--- config.mk ---
export PLATFORM = sky130hd
export DESIGN_NAME = tbep_ctrl
export DESIGN_NICKNAME = d
export VERILOG_FILES = /design/src/tbep_pkg.sv /design/src/tbep_ctrl.sv
export SDC_FILE = /design/constraint.sdc
export NUM_CORES = 1
export LEC_CHECK = 0
export BUFFER_PORTS_ARGS = -buffer_cell sky130_fd_sc_hd__buf_2
export CORE_AREA = 2 2 39 41
export CTS_CLUSTER_DIAMETER = 150
export DETAILED_ROUTE_END_ITERATION = 16
export DIE_AREA = 0 0 41 43
export PLACE_DENSITY_LB_ADDON = 0.12
export SYNTH_ARGS = -nofsm -noshare
export SYNTH_HDL_FRONTEND = slang
export SYNTH_SLANG_ARGS = --single-unit
--- constraint.sdc ---
create_clock -name clk -period 1.6 [get_ports clk]
set_input_delay 0.32 -clock clk [delete_from_list [all_inputs] [get_ports clk]]
set_output_delay 0.32 -clock clk [all_outputs]
set_load 0.01 [all_outputs]
--- src/tbep_pkg.sv ---
// Shared types, constants and command/status structs of the timed beeper event player.
package tbep_pkg;

	// Event ring geometry.
	localparam int RING_DEPTH = 256;
	localparam int RING_AW    = $clog2(RING_DEPTH);

	// Field widths.
	localparam int TS_W      = 24;
	localparam int TICK_W    = 25;
	localparam int COUNT_W   = 20;
	localparam int PERIOD_W  = 16;
	localparam int POP_W     = 9;
	localparam int CFG_IDX_W = 1;
	localparam int CFG_W     = 20;

	// Register reset values.
	localparam logic [PERIOD_W-1:0] PERIOD_RESET    = PERIOD_W'(70);
	localparam logic [COUNT_W-1:0]  FRAME_END_RESET = COUNT_W'(1997);

	// Saturation limit of the popped counter.
	localparam logic [POP_W-1:0] POP_MAX = '1;

	// Restoring divider: one quotient bit per cycle over the doubled magnitude.
	localparam int DIV_STEPS = TICK_W;
	localparam int DIV_CNT_W = $clog2(DIV_STEPS);

	// Configuration register indexes.
	localparam logic [CFG_IDX_W-1:0] CFG_PERIOD    = 1'b0;
	localparam logic [CFG_IDX_W-1:0] CFG_FRAME_END = 1'b1;

	typedef enum logic [1:0] {
		OP_WRITE       = 2'd0,
		OP_START       = 2'd1,
		OP_START_WRITE = 2'd2,
		OP_TICK        = 2'd3
	} tbep_op_t;

	typedef enum logic [2:0] {
		ST_IDLE,
		ST_DIV,
		ST_PUSH,
		ST_TICK_RD,
		ST_TICK_CMP,
		ST_DONE
	} tbep_state_t;

	// Commands from the controller to the datapath.
	typedef struct packed {
		logic load;
		logic arm;
		logic div_step;
		logic push;
		logic inc;
		logic pop;
		logic frame_chk;
		logic emit;
	} tbep_cmd_t;

	// Status from the datapath to the controller.
	typedef struct packed {
		logic running;
		logic div_last;
		logic pop_ok;
	} tbep_sts_t;

endpackage

--- src/tbep_ctrl.sv ---
// Controller: sequences divide, push and pop loop, and owns both handshakes.
module tbep_ctrl import tbep_pkg::*; (
	input  logic        clk,
	input  logic        arst_n,
	input  logic        in_valid,
	input  logic [1:0]  in_op,
	output logic        in_ready,
	output logic        out_valid,
	input  logic        out_ready,
	input  tbep_sts_t   sts,
	output tbep_cmd_t   cmd,
	output tbep_state_t state
);

	tbep_state_t state_q;
	tbep_state_t state_d;
	logic        out_valid_q;
	tbep_op_t    op;

	assign op        = tbep_op_t'(in_op);
	assign state     = state_q;
	assign out_valid = out_valid_q;

	// State and output-valid registers.
	always_ff @(posedge clk or negedge arst_n) begin
		if (!arst_n) begin
			state_q     <= ST_IDLE;
			out_valid_q <= 1'b0;
		end else begin
			state_q <= state_d;
			if (cmd.emit) begin
				out_valid_q <= 1'b1;
			end else if (out_ready) begin
				out_valid_q <= 1'b0;
			end
		end
	end

	// Next state and commands.
	always_comb begin
		state_d  = state_q;
		cmd      = '0;
		in_ready = 1'b0;
		unique case (state_q)
			ST_IDLE: begin
				in_ready = 1'b1;
				if (in_valid) begin
					cmd.load = 1'b1;
					unique case (op)
						OP_WRITE: begin
							state_d = ST_DIV;
						end
						OP_START: begin
							cmd.arm = 1'b1;
							state_d = ST_DONE;
						end
						OP_START_WRITE: begin
							cmd.arm = 1'b1;
							state_d = ST_DIV;
						end
						OP_TICK: begin
							if (sts.running) begin
								cmd.inc = 1'b1;
								state_d = ST_TICK_RD;
							end else begin
								state_d = ST_DONE;
							end
						end
						default: state_d = ST_DONE;
					endcase
				end
			end
			ST_DIV: begin
				cmd.div_step = 1'b1;
				if (sts.div_last) begin
					state_d = ST_PUSH;
				end
			end
			ST_PUSH: begin
				cmd.push = 1'b1;
				state_d  = ST_DONE;
			end
			// The registered ring read of the head entry is issued here; its data is compared in ST_TICK_CMP.
			ST_TICK_RD: begin
				state_d = ST_TICK_CMP;
			end
			ST_TICK_CMP: begin
				if (sts.pop_ok) begin
					cmd.pop = 1'b1;
					state_d = ST_TICK_RD;
				end else begin
					cmd.frame_chk = 1'b1;
					state_d       = ST_DONE;
				end
			end
			ST_DONE: begin
				if (!out_valid_q || out_ready) begin
					cmd.emit = 1'b1;
					state_d  = ST_IDLE;
				end
			end
			default: state_d = ST_IDLE;
		endcase
	end

endmodule

==> impl_metrics.py <==
metrics = {
    "worst_setup_path": {
        "r2r-start": "state[1]",
        "worst_setup_path_start_kind": "flop",
        "cp-end-kind": "output port",
        "path_class": "reg2out",
        "arrival_ps": 1210,
        "reg2regPathDepth": 4,
        "r2r_slack_ps": 300,
        "cp_max_fo": 7,
        "rr_endpoint": "state[0]",
        "crit_required_ps": 1280,
    },
    "pwr": {
        "p_int_mw": 0.544,
        "switching_power_mw": 0.405,
        "p_leak_nw": 0.296,
        "pwr-share-seq": 0.251,
        "peakVddDrop_mv": 0.578,
        "p_per_area_nw_per_um2": 1730,
        "swShare": 0.426,
        "pwr-share-clk": 0.133,
        "p_comb_frac": 0.616,
    },
    "floorplanning": {
        "top_level_ports": 22,
        "row_count": 14,
        "core_um2": 1380,
        "start_util": 0.259,
        "die_w_um": 41,
        "die-height_um": 43,
        "die_area_um2": 1760,
    },
    "global_route": {
        "grt_pass1_wl_um": 1270,
        "gr-total-overflow": 0,
        "grt_pass1_vias": 339,
        "grt_antenna_before_repair": 0,
        "grt_max_degree": 11,
        "track_usage": 0.116,
    },
    "finish": {
        "syn2layout_area_growth_pct": 53.1,
        "finalInstanceArea_um2": 548,
        "antenna_cells": 0,
        "final_layout_size_suffix_gt1_frac": 0.603,
        "finalNonFillerCells": 84,
        "fin_nets": 81,
    },
    "logic_synthesis": {
        "synthTopCellsByCount": "dfrtp_1 (4), inv_1 (4)",
        "yosysTopAreaCell": "dfrtp_1",
        "synthFlopType": "dfrtp_1",
        "yosys.area.top_type_share": 0.280,
        "syn_area_um2": 358,
        "synth_edf_count": 0,
        "syn_nets": 52,
        "syn-instance-count": 41,
        "yosysWarnings": 0,
        "synth_cell_types": 24,
        "ys_seq_elements": 4,
        "seq_area_frac_synth": 0.280,
        "synth_area_leaders": "dfrtp_1 (28%), ha_1 (7.0%), nand2b_1 (5.2%), nor3_1 (4.2%), a2111oi_2 (4.2%)",
        "syn_area_per_cell_um2": 8.73,
        "async_flop_share": 1.00,
    },
    "place": {
        "io_buffer_count": 21,
        "gp_congestion": 0.685,
        "dp_hpwl_um": 661,
        "placed_cells": 78,
        "placedInstanceArea_um2": 479,
    },
    "sta": {
        "finalHoldViolCount": 0,
        "whs_ps": 369,
        "slew_headroom": 0.824,
        "fin_skew_ps": 2.93,
        "fmax_ghz": 0.655,
        "tightest_slew_ps": 263,
        "rsz0062_at_grt": "true",
        "fin_crit_sh": 0.955,
        "post-route-min-period_ps": 1530,
        "finalSetupViolations": 0,
        "slew_violations": 0,
    },
    "flow_run": {
        "max_cap_violations": 0,
    },
    "worst_hold_path": {
        "hold_end": "state[1]",
        "hold_class": "in2reg",
        "min-delay-start": "sts[0]",
        "worstHoldPathCells": 3,
    },
    "cts": {
        "h-tree-depth": 1,
        "cts-root-buf": "clkbuf_4",
        "cts_sinks": 4,
        "clock_latency_ps": 240,
        "cts_tree": "yes",
        "path_clk_slew_ps": 40,
        "cts.path.max_buffers": 2,
        "cts_buffers": 3,
    },
    "route": {
        "wire_per_inst_um": 10.3,
        "detailroute.via_count": 380,
        "drt-total-wl_um": 862,
        "drc": 0,
        "drt_iter0_markers": 2,
        "dr.pass1.iters": 4,
        "viasPerCell": 4.52,
        "ant_nets": 0,
    },
    "run_status": {
        "status": "finished clean",
    },
}
sequential cells by signal, indices dropped and copies added, names as in the netlist:
name / cells
state: 3
out_valid: 1
power by group through the flow:
stage,combinational (mW),clock [mW],sequential [mW]
2_1_floorplan,0.374,0,0.217
6_report,0.585,0.127,0.238
4_1_cts,0.554,0.131,0.242
3_5_place_dp,0.534,0,0.228
3_3_place_gp,0.540,0,0.226
5_1_grt,0.655,0.134,0.247
logic make-up after synthesis:
| logic type | after synthesis | synth area share |
|---|---|---|
| simple gates | 20 | 0.350 |
| compound gates | 9 | 0.206 |
| buf+inv | 6 | 0.0944 |
| flops | 4 | 0.280 |
| fa+ha+maj | 2 | 0.0699 |
area by class of cell:
| class | instances | area, um^2 |
|---|---|---|
| clock buffer | 3 | 22.5 |
| fill | 148 | 836 |
| inverter | 4 | 15.0 |
| multi-input combinational | 31 | 241 |
| sequential | 4 | 104 |
| tap | 16 | 20.0 |
| timing repair buffer | 26 | 145 |
placed cells by master, fill, tap and decap left out, types with 2 or more instances in the layout:
cell type / instances
buf_2: 21
inv_1: 4
buf_4: 4
nor2_1: 3
nand2_1: 3
clkbuf_4: 3
dfrtp_2: 3
nor3_1: 2
nor3b_2: 2
nand2b_1: 2
a21oi_1: 2
ha_1: 2
what timing repair did:
| item | in CTS | in global routing |
|---|---|---|
| buffers inserted | 0 | 2 |
| gates resized for setup | 4 | 2 |
| pin swaps | 0 | 3 |
| endpoints found under the hold margin | 4 | 0 |
| setup endpoints to repair | 4 | 5 |
| hold buffers | 1 | 0 |
routing by layer:
layer / vias up / GRT usage / share of wire
met5: - / 0 / 0
met4: 0 / 0.120 / 0.019
met3: 2 / 0.0314 / 0.068
met2: 16 / 0.169 / 0.49
met1: 163 / 0.120 / 0.42
li1: 199 / - / -
critical path, stage by stage (launching register included):
cell	delay [ps]
dfrtp_2	450
nor3_2	200
nand2_1	110
nor2_1	90
buf_2	130
stage by stage:
step | util | power [mW] | worst slack (ps) | setup TNS, ps
floorplan | - | 0.591 | 8.18 | 0
global placement | 0.346 | 0.766 | 202 | 0
detailed placement | 0.346 | 0.762 | 192 | 0
CTS | 0.381 | 0.926 | 26.7 | 0
global route | 0.396 | 1.04 | -5.54 | -6.53
finish | 0.396 | 0.949 | 72.4 | 0
worst max-delay path by stage:
stage                     startpoint      to  slack (ps)  cells after the start
after floorplan             state[2]  cmd[3]           8                      4
after global placement      state[1]  cmd[3]         200                      4
after detailed placement    state[1]  cmd[2]         190                      3
after CTS                   state[2]  cmd[3]          30                      4
after global routing        state[1]  cmd[3]          -6                      4
final                       state[1]  cmd[6]          70                      4
(Power assumes the default switching activity.)
